===== config.mk =====
export PLATFORM = sky130hd
export DESIGN_NAME = mus_event_stream_decoder
export DESIGN_NICKNAME = d
export VERILOG_FILES = /design/src/mesd_pkg.sv /design/src/mus_event_stream_decoder.sv
export VERILOG_INCLUDE_DIRS = /design/src /design/src/src
export SDC_FILE = /design/constraint.sdc
export NUM_CORES = 2
export LEC_CHECK = 0
export ABC_AREA = 0
export BUFFER_PORTS_ARGS = -buffer_cell sky130_fd_sc_hd__buf_2
export CAP_MARGIN = 20
export CORE_UTILIZATION = 35
export CTS_CLUSTER_DIAMETER = 30
export DETAILED_ROUTE_END_ITERATION = 12
export SETUP_SLACK_MARGIN = 0.1
export SYNTH_ARGS = -nofsm -noshare
export SYNTH_HDL_FRONTEND = slang
export SYNTH_SLANG_ARGS = --single-unit

===== constraint.sdc =====
create_clock -name i_clk -period 7.5 [get_ports i_clk]
set_input_delay 0.375 -clock i_clk [delete_from_list [all_inputs] [get_ports i_clk]]
set_output_delay 0.375 -clock i_clk [all_outputs]
set_load 0.1 [all_outputs]

===== src/assert_macros.svh =====
// assertion macros used by the event stream decoder
`ifndef ASSERT_MACROS_SVH
`define ASSERT_MACROS_SVH

// clocked assertion with reset disable and a fixed message
`define ASSERT_CLK(name, clk, rst_n, prop) \
    name: assert property (@(posedge clk) disable iff (!rst_n) prop) \
        else $error("assertion failed");

// clocked assertion with reset disable and a caller message
`define ASSERT_CLK_MSG(name, clk, rst_n, prop, msg) \
    name: assert property (@(posedge clk) disable iff (!rst_n) prop) \
        else $error(msg);

`endif


===== src/mesd_pkg.sv =====
// types, constants and the controller table of the event stream decoder
package mesd_pkg;

    // fixed sizes
    localparam int CHANNEL_COUNT = 16;
    localparam int TICK_BITS_DEFAULT = 28;
    localparam int FPT_W = 16;
    localparam int FRAMES_W = 37;

    localparam logic [FPT_W-1:0] FPT_RESET = 16'd315;
    localparam logic [6:0] VEL_RESET = 7'd100;
    localparam logic [3:0] DRUM_CHANNEL = 4'd9;
    localparam logic [FRAMES_W-1:0] FRAMES_MAX = {FRAMES_W{1'b1}};

    // input op codes
    localparam logic OP_BYTE = 1'b0;
    localparam logic OP_RESTART = 1'b1;

    // event types from the info byte
    localparam logic [2:0] TYPE_OFF = 3'd0;
    localparam logic [2:0] TYPE_ON = 3'd1;
    localparam logic [2:0] TYPE_BEND = 3'd2;
    localparam logic [2:0] TYPE_SYS = 3'd3;
    localparam logic [2:0] TYPE_CTRL = 3'd4;
    localparam logic [2:0] TYPE_UNKNOWN = 3'd7;

    // result kinds
    localparam logic [2:0] KIND_OFF = 3'd0;
    localparam logic [2:0] KIND_ON = 3'd1;
    localparam logic [2:0] KIND_BEND = 3'd2;
    localparam logic [2:0] KIND_CONTROL = 3'd3;
    localparam logic [2:0] KIND_PROGRAM = 3'd4;
    localparam logic [2:0] KIND_NOOP = 3'd5;
    localparam logic [2:0] KIND_UNKNOWN = 3'd6;

    // input transaction
    typedef struct packed {
        logic       op;
        logic [7:0] score_byte;
    } t_in;

    // decoded event without its delay
    typedef struct packed {
        logic [2:0]  kind;
        logic [3:0]  channel;
        logic [6:0]  key;
        logic [13:0] amount;
        logic        drum;
    } t_evt;

    // output transaction
    typedef struct packed {
        logic [2:0]          kind;
        logic [3:0]          channel;
        logic [6:0]          key;
        logic [13:0]         amount;
        logic                drum;
        logic [FRAMES_W-1:0] wait_frames;
    } t_out;

    // controller number to midi controller, number taken mod 15
    function automatic logic [6:0] ctrl_map(input logic [6:0] num);
        logic [4:0] sum;
        logic [3:0] idx;
        logic [6:0] res;
        // 16 is 1 mod 15, so fold the high nibble onto the low one
        sum = 5'(num[6:4]) + 5'(num[3:0]);
        idx = (sum >= 5'd15) ? 4'(sum - 5'd15) : sum[3:0];
        case (idx)
            4'd0:    res = 7'd0;
            4'd1:    res = 7'd0;
            4'd2:    res = 7'd1;
            4'd3:    res = 7'd7;
            4'd4:    res = 7'd10;
            4'd5:    res = 7'd11;
            4'd6:    res = 7'd91;
            4'd7:    res = 7'd93;
            4'd8:    res = 7'd64;
            4'd9:    res = 7'd67;
            4'd10:   res = 7'd120;
            4'd11:   res = 7'd123;
            4'd12:   res = 7'd126;
            4'd13:   res = 7'd127;
            4'd14:   res = 7'd121;
            default: res = 7'd0;
        endcase
        return res;
    endfunction

endpackage


===== src/mus_event_stream_decoder.sv =====
// score byte parser, velocity store and delay scaling of the event stream decoder
//
// usage
// - input channel i_in_valid / o_in_stall carries one score byte or a restart
//   per transaction; a transaction completes when valid is high and stall low
// - output channel o_out_valid / i_out_stall carries one decoded event per
//   transaction, fields kind, channel, key, amount, drum and wait_frames
// - config channel i_cfg_valid / o_cfg_ready writes frames_per_tick; ready is
//   always high, write only while the block is idle
// - one byte per cycle sustained while o_in_stall is low; bytes that finish
//   no event give no result; the byte that completes an event goes into the
//   parse register, then through the tick by frames_per_tick multiply into
//   the output register
// - reset: parser waits for an info byte, all channel velocities are 100,
//   frames_per_tick is 315, both pipeline stages are empty
// - restart transaction: same parser and velocity clear, no result
// - receiver stall: the parse stage and the output register hold one event
//   each; o_in_stall rises only when both are full and the output is stalled
`include "assert_macros.svh"

module mus_event_stream_decoder #(
    parameter int TICK_BITS = mesd_pkg::TICK_BITS_DEFAULT
) (
    input  logic                      i_clk,
    input  logic                      i_rst_n,
    input  logic                      i_in_valid,
    input  mesd_pkg::t_in             i_in,
    output logic                      o_in_stall,
    output logic                      o_out_valid,
    output mesd_pkg::t_out            o_out,
    input  logic                      i_out_stall,
    input  logic                      i_cfg_valid,
    input  logic [mesd_pkg::FPT_W-1:0] i_cfg_data,
    output logic                      o_cfg_ready
);

    localparam int CH = mesd_pkg::CHANNEL_COUNT;
    localparam int PROD_W = TICK_BITS + mesd_pkg::FPT_W;

    // parser phases
    localparam logic [1:0] PH_INFO = 2'd0;
    localparam logic [1:0] PH_DATA1 = 2'd1;
    localparam logic [1:0] PH_DATA2 = 2'd2;
    localparam logic [1:0] PH_DELAY = 2'd3;

    logic [mesd_pkg::FPT_W-1:0] r_fpt;
    logic [1:0]                 r_phase, n_phase;
    logic [2:0]                 r_type, n_type;
    logic [3:0]                 r_chan, n_chan;
    logic                       r_delay, n_delay;
    logic [7:0]                 r_first, n_first;
    logic [6:0]                 r_second, n_second;
    logic [TICK_BITS-1:0]       r_acc, n_acc;
    logic [6:0]                 r_vel [CH];
    logic [6:0]                 n_vel [CH];

    logic                       r_s1_valid;
    mesd_pkg::t_evt             r_s1_evt;
    logic [TICK_BITS-1:0]       r_s1_ticks;
    logic                       r_out_valid;
    mesd_pkg::t_out             r_out;

    logic                       in_acc;
    logic                       s1_move;
    logic                       emit;
    logic                       done;
    logic [TICK_BITS-1:0]       emit_ticks;
    mesd_pkg::t_evt             evt;
    logic [PROD_W-1:0]          prod;
    logic [63:0]                prod_ext;
    logic [mesd_pkg::FRAMES_W-1:0] frames;

    // pipeline handshake
    assign s1_move = r_s1_valid && (!r_out_valid || !i_out_stall);
    assign o_in_stall = r_s1_valid && r_out_valid && i_out_stall;
    assign in_acc = i_in_valid && !o_in_stall;
    assign o_out_valid = r_out_valid;
    assign o_out = r_out;
    assign o_cfg_ready = 1'b1;

    // parser next state
    always_comb begin
        n_phase = r_phase;
        n_type = r_type;
        n_chan = r_chan;
        n_delay = r_delay;
        n_first = r_first;
        n_second = r_second;
        n_acc = r_acc;
        n_vel = r_vel;
        done = 1'b0;
        emit = 1'b0;
        emit_ticks = '0;
        if (in_acc) begin
            if (i_in.op == mesd_pkg::OP_RESTART) begin
                n_phase = PH_INFO;
                n_type = '0;
                n_chan = '0;
                n_delay = 1'b0;
                n_first = '0;
                n_second = '0;
                n_acc = '0;
                for (int c = 0; c < CH; c++) begin
                    n_vel[c] = mesd_pkg::VEL_RESET;
                end
            end else begin
                case (r_phase)
                    PH_INFO: begin
                        n_delay = i_in.score_byte[7];
                        n_type = i_in.score_byte[6:4];
                        n_chan = i_in.score_byte[3:0];
                        n_first = '0;
                        n_second = '0;
                        if (i_in.score_byte[6:4] <= mesd_pkg::TYPE_CTRL) begin
                            n_phase = PH_DATA1;
                        end else begin
                            done = 1'b1;
                        end
                    end
                    PH_DATA1: begin
                        n_first = i_in.score_byte;
                        if ((r_type == mesd_pkg::TYPE_ON && i_in.score_byte[7]) ||
                            r_type == mesd_pkg::TYPE_CTRL) begin
                            n_phase = PH_DATA2;
                        end else begin
                            done = 1'b1;
                        end
                    end
                    PH_DATA2: begin
                        if (r_type == mesd_pkg::TYPE_ON) begin
                            n_vel[r_chan] = i_in.score_byte[6:0];
                        end else begin
                            n_second = i_in.score_byte[6:0];
                        end
                        done = 1'b1;
                    end
                    PH_DELAY: begin
                        // saturate once the next shift would leave the tick range
                        if (r_acc[TICK_BITS-1 -: 7] != 7'd0) begin
                            n_acc = '1;
                        end else begin
                            n_acc = TICK_BITS'({r_acc, i_in.score_byte[6:0]});
                        end
                        if (!i_in.score_byte[7]) begin
                            emit = 1'b1;
                            emit_ticks = n_acc;
                            n_phase = PH_INFO;
                        end
                    end
                    default: begin
                        n_phase = PH_INFO;
                    end
                endcase
                // data complete: either start the delay or emit now
                if (done) begin
                    if (n_delay) begin
                        n_phase = PH_DELAY;
                        n_acc = '0;
                    end else begin
                        emit = 1'b1;
                        n_phase = PH_INFO;
                    end
                end
            end
        end
    end

    // event fields from the updated parser state
    always_comb begin
        evt.kind = mesd_pkg::KIND_NOOP;
        evt.channel = n_chan;
        evt.key = '0;
        evt.amount = '0;
        evt.drum = 1'b0;
        case (n_type)
            mesd_pkg::TYPE_OFF: begin
                evt.kind = mesd_pkg::KIND_OFF;
                evt.key = n_first[6:0];
            end
            mesd_pkg::TYPE_ON: begin
                evt.kind = mesd_pkg::KIND_ON;
                evt.key = n_first[6:0];
                evt.amount = {7'd0, n_vel[n_chan]};
            end
            mesd_pkg::TYPE_BEND: begin
                evt.kind = mesd_pkg::KIND_BEND;
                evt.amount = {n_first, 6'd0};
            end
            mesd_pkg::TYPE_SYS: begin
                evt.kind = mesd_pkg::KIND_CONTROL;
                evt.key = mesd_pkg::ctrl_map(n_first[6:0]);
            end
            mesd_pkg::TYPE_CTRL: begin
                if (n_first[6:0] == 7'd0) begin
                    evt.kind = mesd_pkg::KIND_PROGRAM;
                    evt.key = n_second;
                    evt.drum = (n_chan == mesd_pkg::DRUM_CHANNEL);
                end else begin
                    evt.kind = mesd_pkg::KIND_CONTROL;
                    evt.key = mesd_pkg::ctrl_map(n_first[6:0]);
                    evt.amount = {7'd0, n_second};
                end
            end
            mesd_pkg::TYPE_UNKNOWN: begin
                evt.kind = mesd_pkg::KIND_UNKNOWN;
            end
            default: begin
                evt.kind = mesd_pkg::KIND_NOOP;
            end
        endcase
    end

    // ticks to frames with saturation
    assign prod = PROD_W'(r_s1_ticks) * PROD_W'(r_fpt);
    assign prod_ext = 64'(prod);
    assign frames = (prod_ext > 64'(mesd_pkg::FRAMES_MAX)) ? mesd_pkg::FRAMES_MAX
                                                          : prod_ext[mesd_pkg::FRAMES_W-1:0];

    // configuration register
    always_ff @(posedge i_clk) begin
        if (!i_rst_n) begin
            r_fpt <= mesd_pkg::FPT_RESET;
        end else if (i_cfg_valid && o_cfg_ready) begin
            r_fpt <= i_cfg_data;
        end
    end

    // parser state and velocity store
    always_ff @(posedge i_clk) begin
        if (!i_rst_n) begin
            r_phase <= PH_INFO;
            r_type <= '0;
            r_chan <= '0;
            r_delay <= 1'b0;
            r_first <= '0;
            r_second <= '0;
            r_acc <= '0;
            for (int c = 0; c < CH; c++) begin
                r_vel[c] <= mesd_pkg::VEL_RESET;
            end
        end else begin
            r_phase <= n_phase;
            r_type <= n_type;
            r_chan <= n_chan;
            r_delay <= n_delay;
            r_first <= n_first;
            r_second <= n_second;
            r_acc <= n_acc;
            r_vel <= n_vel;
        end
    end

    // parse stage register
    always_ff @(posedge i_clk) begin
        if (!i_rst_n) begin
            r_s1_valid <= 1'b0;
        end else if (in_acc) begin
            r_s1_valid <= emit;
        end else if (s1_move) begin
            r_s1_valid <= 1'b0;
        end
    end

    always_ff @(posedge i_clk) begin
        if (in_acc && emit) begin
            r_s1_evt <= evt;
            r_s1_ticks <= emit_ticks;
        end
    end

    // output register
    always_ff @(posedge i_clk) begin
        if (!i_rst_n) begin
            r_out_valid <= 1'b0;
        end else if (s1_move) begin
            r_out_valid <= 1'b1;
        end else if (!i_out_stall) begin
            r_out_valid <= 1'b0;
        end
    end

    always_ff @(posedge i_clk) begin
        if (s1_move) begin
            r_out.kind <= r_s1_evt.kind;
            r_out.channel <= r_s1_evt.channel;
            r_out.key <= r_s1_evt.key;
            r_out.amount <= r_s1_evt.amount;
            r_out.drum <= r_s1_evt.drum;
            r_out.wait_frames <= frames;
        end
    end

    // checks
    `ASSERT_CLK_MSG(a_s1_kept, i_clk, i_rst_n,
        r_s1_valid && r_out_valid && i_out_stall |=> r_s1_valid, "parse stage event lost")
    `ASSERT_CLK_MSG(a_restart, i_clk, i_rst_n,
        in_acc && i_in.op == mesd_pkg::OP_RESTART |=> r_phase == PH_INFO && !r_s1_valid,
        "restart left parser busy or emitted")
    `ASSERT_CLK(a_delay_start, i_clk, i_rst_n,
        r_phase == PH_DELAY && $past(r_phase) != PH_DELAY |-> r_acc == '0)
    `ASSERT_CLK(a_drum_program, i_clk, i_rst_n,
        r_out_valid && r_out.drum |-> r_out.kind == mesd_pkg::KIND_PROGRAM)

endmodule


==> out/summary.txt <==
Setup tns final: 0 ns
Post-synth cell types: 95
Primary FF master, synth: dfxtp_1
Unrepaired setup endpoints after global routing: no
Layout cells sized above 1: 0.122
Worst Path Required: 7.82 ns
Ys Warns: 0
GRT Total Usage: 0.193
Slowest cell on crit path: edfxtp_1
Worst setup EP type: flop
Slowest stage delay, CP: 0.72 ns
Worst VDD drop: 0.426 mV
CP Class: flop to flop
Crit-path most repeated cell: fa_1
Post-synth EDFFs: 123
Vias: 21700
Final Wtd Congestion: 0.922
Lkg Pwr: 13.9 nW
Util after Layout: 0.413
Commonest non-fill, non-tap cells in the layout: 419 x inv_1, 411 x nand2_1, 363 x fa_1, 218 x and2_1, 207 x nor2_1
Max Root-Sink Buffers: 3
Power Density: 361 mW/mm^2
Fmax: 142 MHz
DR pass1 iterations: 5
CP arrival: 7.37 ns
Port Buffers: 97
Worst-Margin Slew: 0.972 ns
Clk_lat worst skew: 0.63 ns
Synth Instances: 3037
Total Routed Length: 78400 um
Commonest non-fill, non-tap cell in the layout: inv_1
Post-layout minimum cycle time: 7.05 ns
Via density: 5.14
First-pass GRT wire length: 125000 um
Die Span X: 286 um
Clock transition at path regs: 0.05 ns
Ys async rst share: 0
Status: finished clean
Cts bufs inserted: 70
CP max FO: 16
Clock sinks: 306
DRC Markers: 0
Initial Util: 0.355
Post-synthesis register bit count: 306
Synthesized cell area: 0.0282 mm^2
Reg-to-reg slack, setup: 0.45 ns
Largest net degree at the start of global routing: 57
Final hold vios: 0
Core area: 0.0794 mm^2
Filler cell count: 7861
Worst path bufs/invs: 5
Fin. max-slew vios: 0
Ports: 99
HP Class: input pin to flop
Final Setup Violations: 0
# Max-Cap Violations: 0
CTS tree: done
Cells along the critical path: and2_1, fa_1, inv_1, fa_1, inv_1, fa_1, fa_1, fa_1, inv_1, fa_1, inv_1, ha_1, a21oi_1, o21ai_1, a211oi_1, o21a_1, o21ai_2, mux2_4, a2111oi_4, buf_4, nand3b_1
Gr ovfl total: 0
Period Utilization, post-route: 0.940
Critical Path Source Type: flop
Cell family with most CP delay: adder cells
H-tree levels: 3
Post-synthesis net count: 3553
Mean routed wirelength per cell: 18.6 um
Number of global-route vias before repair: 22400
Antenna violations before repair: 2
Routed Antenna Nets: 0
Die footprint: 0.0817 mm^2
Min Hold Slack: 0.0310 ns
Hpwl dp: 56900 um
Post-synthesis sequential area ratio: 0.261
Final net count: 3628
Layout area overhead: 16.2%
Syn Area/Cell: 9.28 um^2
Height of the die: 286 um
Clk root buf: clkbuf_16
Iteration-0 DRC Markers: 1318
Fin Clk Skew: 0.0550 ns
Slew HR: 0.350
# rows: 103
[cell usage after synthesis, types with 50 or more instances]
master,number,share of area
nor3_1,64,0.011
and2_1,219,0.049
inv_1,419,0.056
ha_1,123,0.055
nor2_1,208,0.028
edfxtp_1,123,0.13
nand2_1,412,0.055
fa_1,363,0.26
nand3_1,50,0.0089
a21oi_1,75,0.013
dfxtp_1,183,0.13
mux2i_1,130,0.046
clkbuf_1,149,0.020
[per-layer routing]
layer  global-route usage  part of all wire  wire length [um]
met5                    0           0.00011                 9
met3               0.0245             0.042              3280
met2                0.340              0.51             39600
met4               0.0816             0.039              3090
met1                0.237              0.41             32400
[area by class of cell]
class | count | area (um^2) | area share
multi-input combinational | 2118 | 18500 | 0.564
antenna | 1 | 2.50 | 0.0000764
sequential | 306 | 7360 | 0.225
tap | 1050 | 1310 | 0.0401
clock buffer | 84 | 1860 | 0.0569
timing repair buffer | 197 | 1550 | 0.0472
inverter | 419 | 1570 | 0.0480
clock inverter | 44 | 613 | 0.0187
[power by group]
group / switching (mW) / internal [mW] / total, mW
Sequential: 0.0373 / 1.90 / 1.93
Combinational: 4.29 / 2.45 / 6.74
Clock: 1.08 / 2.05 / 3.13
Total: 5.41 / 6.40 / 11.8
[sequential cells by signal, summed over array words and instances, names as in the netlist]
| register | count |
|---|---|
| r_s1_valid | 1 |
| r_s1_evt | 29 |
| r_vel | 112 |
| r_type | 3 |
| r_chan | 4 |
| r_s1_ticks | 28 |
| r_acc | 28 |
| o_out_valid | 1 |
| r_delay | 1 |
| r_first | 8 |
| r_fpt | 16 |
| o_out | 66 |
| r_phase | 2 |
| r_second | 7 |
[through the flow]
stage | std cells | setup slack, ns | total power, mW | area [um^2]
2_1_floorplan | 3037 | 0.793 | 6.97 | 28200
3_3_place_gp | 4041 | 0.185 | 8.77 | 29700
3_5_place_dp | 4042 | 0.0857 | 8.77 | 29700
4_1_cts | 4175 | 0.112 | 12.0 | 32200
5_1_grt | 4219 | 0.140 | 12.7 | 32800
6_report | 4219 | 0.451 | 11.8 | 32800
[worst paths after layout]
kind | startpoint | endpoint | cells past startpoint
max reg2reg | r_s1_ticks[3] | o_out[1] | 21
min reg2reg | r_s1_evt[14] | o_out[51] | 0
max | r_s1_ticks[3] | o_out[1] | 21
min | i_cfg_data[15] | r_fpt[15] | 3
[cells by family (layout without fill, tap and decap cells)]
| logic type | Yosys count | after routing | synth area share |
|---|---|---|---|
| simple gates | 1095 | 1095 | 0.189 |
| buf+inv | 613 | 744 | 0.0851 |
| mux | 138 | 138 | 0.0495 |
| other cells | 1 | 2 | 0.000133 |
| fa+ha+maj | 486 | 486 | 0.312 |
| flops | 306 | 306 | 0.261 |
| xor+xnor | 35 | 35 | 0.0109 |
| compound gates | 363 | 363 | 0.0919 |
[worst register-to-register path: stages, from the launching register on]
cell	delay, ns
edfxtp_1	0.72
and2_1	0.34
fa_1	0.47
inv_1	0.05
fa_1	0.53
inv_1	0.06
fa_1	0.51
fa_1	0.44
fa_1	0.50
inv_1	0.06
fa_1	0.49
inv_1	0.05
ha_1	0.39
a21oi_1	0.25
o21ai_1	0.11
a211oi_1	0.33
o21a_1	0.19
o21ai_2	0.10
mux2_4	0.34
a2111oi_4	0.48
buf_4	0.27
nand3b_1	0.10
[timing repair]
action,in CTS,in global routing
hold buffers,5,0
gates resized for setup,2,4
hold endpoints to repair,5,0
setup endpoints to repair,22,37
setup buffers,0,41
(Power assumes the default switching activity.)
